==> src/sttq_pkg.sv <==
`default_nettype none
package sttq_pkg;

    localparam int TIMER_SLOTS = 16;
    localparam int SLOT_W      = $clog2(TIMER_SLOTS);
    localparam int CNT_W       = $clog2(TIMER_SLOTS + 1);

    // request codes
    localparam logic [1:0] REQ_TICK   = 2'd0;
    localparam logic [1:0] REQ_CREATE = 2'd1;
    localparam logic [1:0] REQ_DELETE = 2'd2;

    // result kinds
    localparam logic [2:0] KIND_CALLBACK = 3'd0;
    localparam logic [2:0] KIND_WOKEN    = 3'd1;
    localparam logic [2:0] KIND_CREATED  = 3'd2;
    localparam logic [2:0] KIND_DELETED  = 3'd3;
    localparam logic [2:0] KIND_ERROR    = 3'd4;

    // error codes
    localparam logic [1:0] ERR_NONE      = 2'd0;
    localparam logic [1:0] ERR_FULL      = 2'd1;
    localparam logic [1:0] ERR_NOT_FOUND = 2'd2;

    typedef enum logic [2:0] {
        S_IDLE,
        S_TICK,
        S_FLUSH,
        S_CREATE,
        S_DELETE
    } t_state;

    typedef struct packed {
        logic acc_tick;
        logic acc_create;
        logic acc_delete;
        logic err_full;
        logic err_handle;
        logic pos_inc;
        logic found;
        logic remove;
        logic insert;
        logic emit_deleted;
        logic flush;
    } t_cmd;

    typedef struct packed {
        logic             at_end;
        logic             due;
        logic             later;
        logic             is_wake;
        logic             sleeping;
        logic             is_handle;
        logic             full;
        logic             handle_ok;
        logic [CNT_W-1:0] count;
    } t_stat;

endpackage
`default_nettype wire

==> src/sttq_ctrl.sv <==
`default_nettype none
module sttq_ctrl
    import sttq_pkg::*;
(
    input  wire        i_clk,
    input  wire        i_rst_n,
    input  wire        start,
    input  wire  [1:0] i_req_type,
    input  t_stat      i_stat,
    output t_cmd       o_cmd,
    output logic       busy
);

    t_state r_state;
    t_state n_state;

    // state register
    always_ff @(posedge i_clk) begin
        if (!i_rst_n) begin
            r_state <= S_IDLE;
        end else begin
            r_state <= n_state;
        end
    end

    // next state and commands
    always_comb begin
        n_state = r_state;
        o_cmd   = '0;
        busy    = 1'b1;
        unique case (r_state)
            S_IDLE: begin
                busy = 1'b0;
                if (start) begin
                    case (i_req_type)
                        REQ_TICK: begin
                            o_cmd.acc_tick = 1'b1;
                            n_state        = S_TICK;
                        end
                        REQ_CREATE: begin
                            if (i_stat.full) begin
                                o_cmd.err_full = 1'b1;
                            end else begin
                                o_cmd.acc_create = 1'b1;
                                n_state          = S_CREATE;
                            end
                        end
                        REQ_DELETE: begin
                            if (!i_stat.handle_ok) begin
                                o_cmd.err_handle = 1'b1;
                            end else begin
                                o_cmd.acc_delete = 1'b1;
                                n_state          = S_DELETE;
                            end
                        end
                        default: ;
                    endcase
                end
            end
            S_TICK: begin
                if (i_stat.at_end || !i_stat.due) begin
                    o_cmd.flush = 1'b1;
                    n_state     = S_IDLE;
                end else if (i_stat.is_wake) begin
                    if (i_stat.sleeping) begin
                        o_cmd.found  = 1'b1;
                        o_cmd.remove = 1'b1;
                        n_state      = S_FLUSH;
                    end else begin
                        o_cmd.pos_inc = 1'b1;
                    end
                end else begin
                    o_cmd.found   = 1'b1;
                    o_cmd.pos_inc = 1'b1;
                end
            end
            S_FLUSH: begin
                o_cmd.flush = 1'b1;
                n_state     = S_IDLE;
            end
            S_CREATE: begin
                if (i_stat.at_end || i_stat.later) begin
                    o_cmd.insert = 1'b1;
                    n_state      = S_IDLE;
                end else begin
                    o_cmd.pos_inc = 1'b1;
                end
            end
            S_DELETE: begin
                if (i_stat.at_end) begin
                    o_cmd.emit_deleted = 1'b1;
                    n_state            = S_IDLE;
                end else if (i_stat.is_handle) begin
                    o_cmd.emit_deleted = 1'b1;
                    o_cmd.remove       = 1'b1;
                    n_state            = S_IDLE;
                end else begin
                    o_cmd.pos_inc = 1'b1;
                end
            end
            default: n_state = S_IDLE;
        endcase
    end

endmodule
`default_nettype wire

==> src/sttq_dp.sv <==
`default_nettype none
module sttq_dp
    import sttq_pkg::*;
(
    input  wire         i_clk,
    input  wire         i_rst_n,
    input  t_cmd        i_cmd,
    input  wire  [3:0]  i_handle,
    input  wire  [31:0] i_delay,
    input  wire  [3:0]  i_owner_task,
    input  wire         i_is_wakeup,
    input  wire  [15:0] i_sleeping_mask,
    output t_stat       o_stat,
    output logic        o_valid,
    output logic [2:0]  o_kind,
    output logic [3:0]  o_slot,
    output logic [3:0]  o_task_res,
    output logic [1:0]  o_error_code,
    output logic        o_last
);

    logic [63:0]       r_tick;
    logic [63:0]       r_deadline [TIMER_SLOTS];
    logic [3:0]        r_owner    [TIMER_SLOTS];
    logic              r_wake     [TIMER_SLOTS];
    logic [SLOT_W-1:0] r_order    [TIMER_SLOTS];
    logic [TIMER_SLOTS-1:0] r_valid;
    logic [CNT_W-1:0]  r_count;
    logic [CNT_W-1:0]  r_pos;
    logic [15:0]       r_smask;
    logic [63:0]       r_dl;
    logic [SLOT_W-1:0] r_new_slot;
    logic [3:0]        r_new_owner;
    logic              r_new_wake;
    logic [3:0]        r_handle;
    logic              r_pend_v;
    logic [2:0]        r_pend_kind;
    logic [SLOT_W-1:0] r_pend_slot;
    logic [3:0]        r_pend_task;

    logic [SLOT_W-1:0] cur_slot;
    logic [SLOT_W-1:0] free_slot;
    logic [63:0]       cur_dl;

    // entry under the walk pointer
    assign cur_slot = r_order[r_pos[SLOT_W-1:0]];
    assign cur_dl   = r_deadline[cur_slot];

    // lowest free slot
    always_comb begin
        free_slot = '0;
        for (int i = TIMER_SLOTS - 1; i >= 0; i--) begin
            if (!r_valid[i]) begin
                free_slot = SLOT_W'(i);
            end
        end
    end

    // status to the controller
    always_comb begin
        o_stat.at_end    = (r_pos >= r_count);
        o_stat.due       = (cur_dl <= r_tick);
        o_stat.later     = (cur_dl > r_dl);
        o_stat.is_wake   = r_wake[cur_slot];
        o_stat.sleeping  = r_smask[r_owner[cur_slot]];
        o_stat.is_handle = (cur_slot == r_handle[SLOT_W-1:0]);
        o_stat.full      = (r_count == CNT_W'(TIMER_SLOTS));
        o_stat.handle_ok = r_valid[i_handle[SLOT_W-1:0]];
        o_stat.count     = r_count;
    end

    // payload registers: no reset needed
    always_ff @(posedge i_clk) begin
        if (i_cmd.acc_tick) begin
            r_smask <= i_sleeping_mask;
        end
        if (i_cmd.acc_create) begin
            r_dl        <= r_tick + {32'b0, i_delay};
            r_new_slot  <= free_slot;
            r_new_owner <= i_owner_task;
            r_new_wake  <= i_is_wakeup;
        end
        if (i_cmd.acc_delete) begin
            r_handle <= i_handle;
        end
        if (i_cmd.found) begin
            r_pend_kind <= r_wake[cur_slot] ? KIND_WOKEN : KIND_CALLBACK;
            r_pend_slot <= cur_slot;
            r_pend_task <= r_owner[cur_slot];
        end
        // close the gap left by a removed entry
        if (i_cmd.remove) begin
            for (int i = 0; i < TIMER_SLOTS - 1; i++) begin
                if (CNT_W'(i) >= r_pos) begin
                    r_order[i] <= r_order[i + 1];
                end
            end
        end
        // open a gap and place the new timer
        if (i_cmd.insert) begin
            for (int i = 1; i < TIMER_SLOTS; i++) begin
                if (CNT_W'(i) > r_pos) begin
                    r_order[i] <= r_order[i - 1];
                end
            end
            r_order[r_pos[SLOT_W-1:0]] <= r_new_slot;
            r_deadline[r_new_slot]     <= r_dl;
            r_owner[r_new_slot]        <= r_new_owner;
            r_wake[r_new_slot]         <= r_new_wake;
        end
        // result transfer
        if (i_cmd.err_full) begin
            o_kind       <= KIND_ERROR;
            o_slot       <= '0;
            o_task_res   <= i_owner_task;
            o_error_code <= ERR_FULL;
            o_last       <= 1'b1;
        end else if (i_cmd.err_handle) begin
            o_kind       <= KIND_ERROR;
            o_slot       <= i_handle;
            o_task_res   <= '0;
            o_error_code <= ERR_NOT_FOUND;
            o_last       <= 1'b1;
        end else if (i_cmd.insert) begin
            o_kind       <= KIND_CREATED;
            o_slot       <= 4'(r_new_slot);
            o_task_res   <= r_new_owner;
            o_error_code <= ERR_NONE;
            o_last       <= 1'b1;
        end else if (i_cmd.emit_deleted) begin
            o_kind       <= KIND_DELETED;
            o_slot       <= r_handle;
            o_task_res   <= r_owner[r_handle[SLOT_W-1:0]];
            o_error_code <= ERR_NONE;
            o_last       <= 1'b1;
        end else if (i_cmd.found || i_cmd.flush) begin
            o_kind       <= r_pend_kind;
            o_slot       <= 4'(r_pend_slot);
            o_task_res   <= r_pend_task;
            o_error_code <= ERR_NONE;
            o_last       <= i_cmd.flush;
        end
    end

    // control registers
    always_ff @(posedge i_clk) begin
        if (!i_rst_n) begin
            r_tick   <= '0;
            r_valid  <= '0;
            r_count  <= '0;
            r_pos    <= '0;
            r_pend_v <= 1'b0;
            o_valid  <= 1'b0;
        end else begin
            o_valid <= i_cmd.err_full | i_cmd.err_handle | i_cmd.insert
                     | i_cmd.emit_deleted
                     | ((i_cmd.found | i_cmd.flush) & r_pend_v);
            if (i_cmd.acc_tick) begin
                r_tick   <= r_tick + 64'd1;
                r_pend_v <= 1'b0;
            end
            if (i_cmd.acc_tick || i_cmd.acc_create || i_cmd.acc_delete) begin
                r_pos <= '0;
            end else if (i_cmd.pos_inc) begin
                r_pos <= r_pos + CNT_W'(1);
            end
            if (i_cmd.found) begin
                r_pend_v <= 1'b1;
            end
            if (i_cmd.flush) begin
                r_pend_v <= 1'b0;
            end
            if (i_cmd.remove) begin
                r_valid[cur_slot] <= 1'b0;
                r_count           <= r_count - CNT_W'(1);
            end
            // a delete that found no list entry still frees its slot
            if (i_cmd.emit_deleted && !i_cmd.remove) begin
                r_valid[r_handle[SLOT_W-1:0]] <= 1'b0;
            end
            if (i_cmd.insert) begin
                r_valid[r_new_slot] <= 1'b1;
                r_count             <= r_count + CNT_W'(1);
            end
        end
    end

endmodule
`default_nettype wire

==> src/sorted_timeout_timer_queue_unit.sv <==
`default_nettype none
// Sorted timer queue: a 64-bit tick count and up to sixteen timers kept in
// deadline order.
// Requests: drive the request fields and raise start; the transfer happens
// on a clock edge with start high and busy low. Tick (0) advances time and
// walks the expired timers, create (1) adds a timer, delete (2) removes one.
// Results: each appears for one cycle with o_valid high; o_last marks the
// final result of a request. The receiver cannot stall the block.
// Timing: errors come out in the cycle after the transfer with busy staying
// low. Create and delete walk the ordered list one entry a cycle; a tick
// visits the due entries and then releases the last result. A new request
// is taken once busy falls. The walk over the list sets the rate.
// Reset (i_rst_n low, synchronous) clears the tick count and empties the
// table; no results are pending afterwards.
module sorted_timeout_timer_queue_unit
    import sttq_pkg::*;
(
    input  wire         i_clk,
    input  wire         i_rst_n,
    input  wire         start,
    output logic        busy,
    input  wire  [1:0]  i_req_type,
    input  wire  [3:0]  i_handle,
    input  wire  [31:0] i_delay,
    input  wire  [3:0]  i_owner_task,
    input  wire         i_is_wakeup,
    input  wire  [15:0] i_sleeping_mask,
    output logic        o_valid,
    output logic [2:0]  o_kind,
    output logic [3:0]  o_slot,
    output logic [3:0]  o_task_res,
    output logic [1:0]  o_error_code,
    output logic        o_last
);

    t_cmd  cmd;
    t_stat stat;

    // sequencer
    sttq_ctrl u_ctrl (
        .i_clk      (i_clk),
        .i_rst_n    (i_rst_n),
        .start      (start),
        .i_req_type (i_req_type),
        .i_stat     (stat),
        .o_cmd      (cmd),
        .busy       (busy)
    );

    // timer table and list
    sttq_dp u_dp (
        .i_clk           (i_clk),
        .i_rst_n         (i_rst_n),
        .i_cmd           (cmd),
        .i_handle        (i_handle),
        .i_delay         (i_delay),
        .i_owner_task    (i_owner_task),
        .i_is_wakeup     (i_is_wakeup),
        .i_sleeping_mask (i_sleeping_mask),
        .o_stat          (stat),
        .o_valid         (o_valid),
        .o_kind          (o_kind),
        .o_slot          (o_slot),
        .o_task_res      (o_task_res),
        .o_error_code    (o_error_code),
        .o_last          (o_last)
    );

`ifndef NO_ASSERTIONS
    // a result only follows a transfer or work in progress
    a_res_cause: assert property (@(posedge i_clk) disable iff (!i_rst_n)
        o_valid |-> ($past(busy) || $past(start)))
        else $error("result without a request");

    // errors are always single results
    a_err_last: assert property (@(posedge i_clk) disable iff (!i_rst_n)
        (o_valid && o_kind == KIND_ERROR) |-> o_last)
        else $error("error result not marked last");

    // the list never holds more timers than slots
    a_count: assert property (@(posedge i_clk) disable iff (!i_rst_n)
        stat.count <= CNT_W'(TIMER_SLOTS))
        else $error("timer count overflow");
`endif

endmodule
`default_nettype wire
==> config.mk <==
export PLATFORM = sky130hd
export DESIGN_NAME = sorted_timeout_timer_queue_unit
export DESIGN_NICKNAME = d
export VERILOG_FILES = /design/src/sttq_pkg.sv /design/src/sttq_ctrl.sv /design/src/sttq_dp.sv /design/src/sorted_timeout_timer_queue_unit.sv
export SDC_FILE = /design/constraint.sdc
export NUM_CORES = 2
export LEC_CHECK = 0
export BUFFER_PORTS_ARGS = -buffer_cell sky130_fd_sc_hd__buf_4
export CAP_MARGIN = 10
export CORE_UTILIZATION = 50
export CTS_BUF_LIST = sky130_fd_sc_hd__clkbuf_8
export DETAILED_ROUTE_END_ITERATION = 6
export PLACE_DENSITY = 0.74
export SLEW_MARGIN = 20
export SYNTH_ARGS = -nofsm -noshare
export SYNTH_HDL_FRONTEND = slang
export SYNTH_SLANG_ARGS = --single-unit
==> constraint.sdc <==
create_clock -name i_clk -period 13.27 [get_ports i_clk]
set_input_delay 3.3175 -clock i_clk [delete_from_list [all_inputs] [get_ports i_clk]]
set_output_delay 3.3175 -clock i_clk [all_outputs]
set_load 0.1 [all_outputs]
-- Yosys cells after proc, flatten, opt, wreduce, memory -nomap -nowiden
Memories as Yosys holds them, arrays and structs flattened. A register that Yosys moved wholly into a read port is not among the register bits.
Index checks and enable logic that the tools add are counted.
- bits in registers: 213
- RAM bits: 1168
- logic and storage cells: 351
- input port bits: 62
- output and inout port bits: 16
- memories kept: 4
- add/sub/neg operators: 5
- reduce and logical (&&, ||, !) cells: 29
- mux-type cells: 205
- $lt $le $gt $ge: 41
- bitwise gates (word level): 26
- equality and inequality tests: 16
- memory list (name ; depth ; width ; read ports ; clocked after Yosys merged registers in ; wr ports ; RTL line ; text):
    u_dp.r_deadline ; 16 ; 64 ; 1 ; 0 ; 1 ; sttq_dp.sv:23 ; logic [63:0] r_deadline [TIMER_SLOTS];
    u_dp.r_order ; 16 ; 4 ; 17 ; 1 ; 16 ; sttq_dp.sv:26 ; logic [SLOT_W-1:0] r_order [TIMER_SLOTS];
    u_dp.r_owner ; 16 ; 4 ; 2 ; 1 ; 1 ; sttq_dp.sv:24 ; logic [3:0] r_owner [TIMER_SLOTS];
    u_dp.r_wake ; 16 ; 1 ; 1 ; 0 ; 1 ; sttq_dp.sv:25 ; logic r_wake [TIMER_SLOTS];
- operators with widths (kind ; count):
    $mux W4 ; 36
    $mux W1 ; 125
    $mux W16 ; 5
    $add A64 B1 Y64 const B ; 1
    $add A64 B32 Y64 ; 1
    $gt A64 B64 Y1 ; 1
    $le A64 B64 Y1 ; 1
    $mux W3 ; 17
    $gt A4 B5 Y1 const A ; 8
    $ge A4 B5 Y1 const A ; 7
    $and A16 B16 Y16 ; 2
    $not A16 Y16 ; 2
    $lt A4 B5 Y1 const B ; 5
    $ge A3 B5 Y1 const A ; 4
    $gt A3 B5 Y1 const A ; 4
    $mux W5 ; 4
    $or A1 B1 Y1 ; 19
    $mux W2 ; 8
    $or A16 B16 Y16 ; 1
    $reduce_and A8 Y1 ; 2
    $demux W1 S4 ; 3
    $ge A4 B1 Y1 const B ; 3
    $ne A3 B2 Y1 const B ; 4
    $pmux W3 S4 ; 1
    other kinds (38) ; 58

-- Depth between registers and ports, before layout
- depth after elaboration: 15
- mapped depth: 36
- gate-level depth less buffers: 27

-- Hierarchy
From an unflattened synthesis, not the netlist that was laid out.
- cells, all modules: 4941
- area, all modules: 62476.2 µm²
- modules (own cells, without submodules) (module ; instances ; cells an instance ; sequential area each (µm²) ; area an instance (µm²)):
    sttq_dp ; 1 ; 4897 ; 40458.8 ; 62139.6
    sttq_ctrl ; 1 ; 44 ; 60.1 ; 336.6

-- Least setup slack after synthesis
OpenSTA, ideal clock, no wires.
- kind: reg2reg
- from: register (tool-made name)
- to: memory u_dp.r_deadline[4][0], enable pin
- required time: 12.690 ns
- path buffers: 10
- setup slack: 1.725 ns
- arrival time: 10.964 ns
- clock period less this slack: 11.545 ns
- cell stages (with the launch flop): 29
- setup time: 0.580 ns
- cell sequence: dfxtp_1 > buf_4 > buf_4 > mux4_2 > mux2_2 > o21ai_2 > buf_6 > buf_2 > clkbuf_1 > clkbuf_1 > clkbuf_1 > clkbuf_1 > nand3_1 > a311oi_1 > a21oi_1 > ha_1 > nand2_1 > or3_1 > or3_1 > or3_1 > a311oi_1 > o41ai_1 > a31oi_1 > nor2_1 > nor2_1 > clkbuf_1 > clkbuf_1 > nand3b_1 > nor3_1
- RTL lines (element ; RTL line):
    end, declared ; sttq_dp.sv:23

==> metrics.md <==
| Metric | Value |
|---|---|
| Yosys cell types | `80` |
| Layout area overhead | `9.92%` |
| EDFF count, synth | `between 1000 and 1500` |
| Max incr delay on CP | `about 880 ps` |
| Post-Place Worst Slack | `2250 ps` |
| Buf/Inv on CP | `6` |
| Number of I/O port buffers | `77` |
| F_max | `0.0901 GHz` |
| Worst skew pair latency | `940 ps` |
| Post-synth top area share | `between 60% and 70%` |
| Core Footprint | `approximately 0.12 mm²` |
| Sequential area share after synthesis | `about 65%` |
| Slew Viols, Final | `0` |
| Power Density | `121 mW/mm²` |
| Share of power burned in registers | `57.5%` |
| Register bit count reported by yosys | `1387` |
| Mux share of post-synthesis cell area | `2.91%` |
| Setup ws final | `2170 ps` |
| WL/cell | `22.6 µm` |
| DR WL met3 | `14600 µm` |
| Worst Setup Start Kind | `register` |
| Cell count of the worst reg-to-reg path | `25` |
| Largest net degree at the start of global routing | `187` |
| Crit Reg-Reg Endpoint | `u_dp.r_owner[2][2]$_DFFE_PP_` |
| CTS tree | `built` |
| Die X-Extent | `356 µm` |
| Leakage | `24.7 nW` |
| Clock slew at the register clock pins of the worst setup and hold paths | `about 60 ps` |
| Mapped Cells | `~5200` |
| Worst path slowest cell | `dfxtp_1` |
| Initial Util | `50.5%` |
| Syn nets | `5465` |
| Setup violations, final | `0` |
| Setup Buffers After CTS | `0` |
| I/O pin cnt | `78` |
| Post-DRT Antenna Nets | `0` |
| CTS resizes | `0` |
| Critical path endpoint category | `register` |
| Req. time, crit path | `around 14000 ps` |
| WL final | `160000 µm` |
| First-pass GRT wire length | `~250000 µm` |
| Crit path to | `u_dp.r_owner[2][2]$_DFFE_PP_` |
| Part of the cycle the worst path needs | `a little over four fifths` |
| Fin crit period | `about 11000 ps` |
| Power Internal | `6.52 mW` |
| Critical path's most frequent cell | `buf_4` |
| Pre-Repair DR Iteration Count | `6` |
| Flip-flop and latch area | `0.0405 mm²` |
| Power Total | `8.31 mW` |
| DRC viols | `0` |
| CP Class | `reg2reg` |
| RSZ-0062 raised after global routing | `false` |
| Sw Ratio | `21.5%` |
| Critical Path Fanout Max | `118` |
| Largest cells by area after synthesis | `edfxtp_1, nand2_1, dfxtp_1` |
| Largest family of logic cells by synthesized area | `simple AND/OR/NAND/NOR gates` |
| Filler cells | `9959` |
| Clock power share | `40.5%` |
| H-tree levels | `4` |
| Max Cap Viol | `0` |
| Post-DP HPWL | `~94000 µm` |
| Area of the multi-input gates | `between 0.02 and 0.025 mm²` |
| Synth Area in Simple Gates | `15.2%` |
| Met1 WL | `64600 µm` |
| Delay-heaviest family, CP | `simple AND/OR/NAND/NOR gates` |
| XOR/XNOR Fraction of Synth Area | `1.76%` |
| Overflow after GRT | `0` |
| Main synth FF type | `edfxtp_1` |
| Gpl congestion | `0.948` |
| Die height | `356 µm` |
| Slew margin rel. | `about a quarter` |
| Cts bufs inserted | `208` |
| Initial antenna violation count | `3` |
| Commonest non-fill, non-tap cell in the layout | `edfxtp_1` |
| Vias in the first global route | `41400` |
| Row count | `about 130` |
| Nets | `5511` |
| TNS Setup | `0 ps` |
| Sw power | `1.79 mW` |
| Vias per cell | `6.06` |
| Hold buffer count at CTS | `0` |
| Compound-Gate Fraction of Synth Area | `9.09%` |
| Yosys warns | `0` |
| Worst-Margin Slew | `1130 ps` |
| Comb power frac | `1.9%` |
| WL met2 | `76200 µm` |
| Synth area leader | `edfxtp_1` |
| Most frequent cells in the layout | `edfxtp_1, nand2_1, nand3_1` |
| Clock Path Buffers | `3` |
| Die area | `0.127 mm²` |
| All-Layer GR Usage | `between 20% and 30%` |
| Reg2reg setup slack | `2170 ps` |
| Worst IR Drop VDD | `0.0796 mV` |
| 1st-iter DRT viols | `5172` |
| Synth Area in Adders | `3.51%` |
| Hold crit path type | `reg2reg` |
| Max layer used | `met5` |
| HP Start | `u_dp.o_kind[2]$_SDFFE_PP1P_` |
| Crit path DAT | `11630 ps` |
| Asr flop ratio synth | `0%` |
| Clock sink total | `1387` |
| Status | `complete, no violations` |
| Skew final | `57.5 ps` |
| Root Buffer | `clkbuf_8` |
| WP depth | `25` |
| Via count | `42900` |
| Final Hold Fails | `0` |
| Mapped Area | `0.0627 mm²` |
| Mean Syn Cell Area | `12.0 µm²` |
| Share of cells above drive strength 1 | `9.18%` |
Yosys cell counts, drive strengths merged, types with 11 or more instances:
cell,n
inv,169
buf,38
mux2,16
a21boi,19
a21o,78
o21ai,69
o22ai,38
nor2b,21
and3,148
dfxtp,113
mux4,39
edfxtp,1274
a31oi,84
nor3,59
xnor2,116
mux2i,74
clkbuf,261
ha,173
nand2b,27
nand4,59
a311oi,200
nand2,1188
nor4,16
nand3,325
o31a,17
a211o,11
a21oi,185
o211ai,32
nor2,163
or3,18
and2,66
cell type report:
type / instances / area share (%)
Sequential cell: 1387 / 58.8
Multi-Input combinational cell: 3371 / 29.8
Clock buffer: 233 / 4.65
Tap cell: 1637 / 2.97
Timing Repair Buffer: 135 / 1.66
Clock inverter: 150 / 1.17
Inverter: 171 / 0.956
Antenna cell: 1 / 0.00363
power by group through the flow:
stage / Combinational, mW / Clock [mW] / Sequential [mW]
floorplan: 0.0687 / 0 / 4.90
global placement: 0.159 / 0 / 4.87
detailed placement: 0.161 / 0 / 4.87
CTS: 0.162 / 3.41 / 4.78
global route: 0.173 / 3.59 / 4.78
finish: 0.162 / 3.37 / 4.78
routing by layer:
layer  track usage [%]  up-vias
li1                  -    19500
met4              8.91        2
met2              40.3     2141
met5                 0        -
met1              34.1    21000
met3              4.96      347
per-stage QoR:
stage | hold slack [ps] | cell area (µm²) | std cells | util, %
5_1_grt | 476 | 68900 | 7085 | 55.5
2_1_floorplan | 435 | 62700 | 5228 | -
3_3_place_gp | 440 | 64900 | 6700 | 52.3
6_report | 455 | 68900 | 7085 | 55.5
4_1_cts | 456 | 68900 | 7083 | 55.5
3_5_place_dp | 442 | 64900 | 6700 | 52.3
worst min-delay path by stage:
| stage | slack, ps | depth (start not counted) | to |
|---|---|---|---|
| global route | 480 | 1 | u_dp.o_kind[2]$_SDFFE_PP1P_ |
| CTS | 460 | 1 | u_dp.o_kind[2]$_SDFFE_PP1P_ |
| finish | 450 | 1 | u_dp.o_kind[2]$_SDFFE_PP1P_ |
| detailed placement | 440 | 1 | u_dp.o_kind[2]$_SDFFE_PP1P_ |
| floorplan | 430 | 2 | u_dp.r_count[4]$_SDFFE_PN0P_ |
| global placement | 440 | 1 | u_dp.o_kind[2]$_SDFFE_PP1P_ |
cells by family after synthesis:
kind of cell	Yosys count
xor gates and xnor gates	126
DFF	1387
AOI/OAI and AO/OA	812
buffers and inverters	470
and+or+nand+nor	2129
muxes	129
adders and majority gates	175
flip-flops by register name (all words and copies together), names as in the netlist, 4 cells and up, named ones only:
signal	count
u_dp.r_smask	16
u_dp.o_task_res	4
u_dp.r_pend_task	4
u_dp.r_dl	64
u_dp.r_wake	16
u_dp.r_tick	64
u_dp.r_count	5
u_dp.r_new_slot	4
u_dp.r_valid	16
u_dp.r_pos	5
u_dp.r_pend_slot	4
u_dp.r_deadline	1024
u_dp.r_order	64
u_dp.o_slot	4
u_dp.r_handle	4
u_dp.r_owner	64
u_dp.r_new_owner	4
No activity file was read; power rests on OpenSTA's default activity.
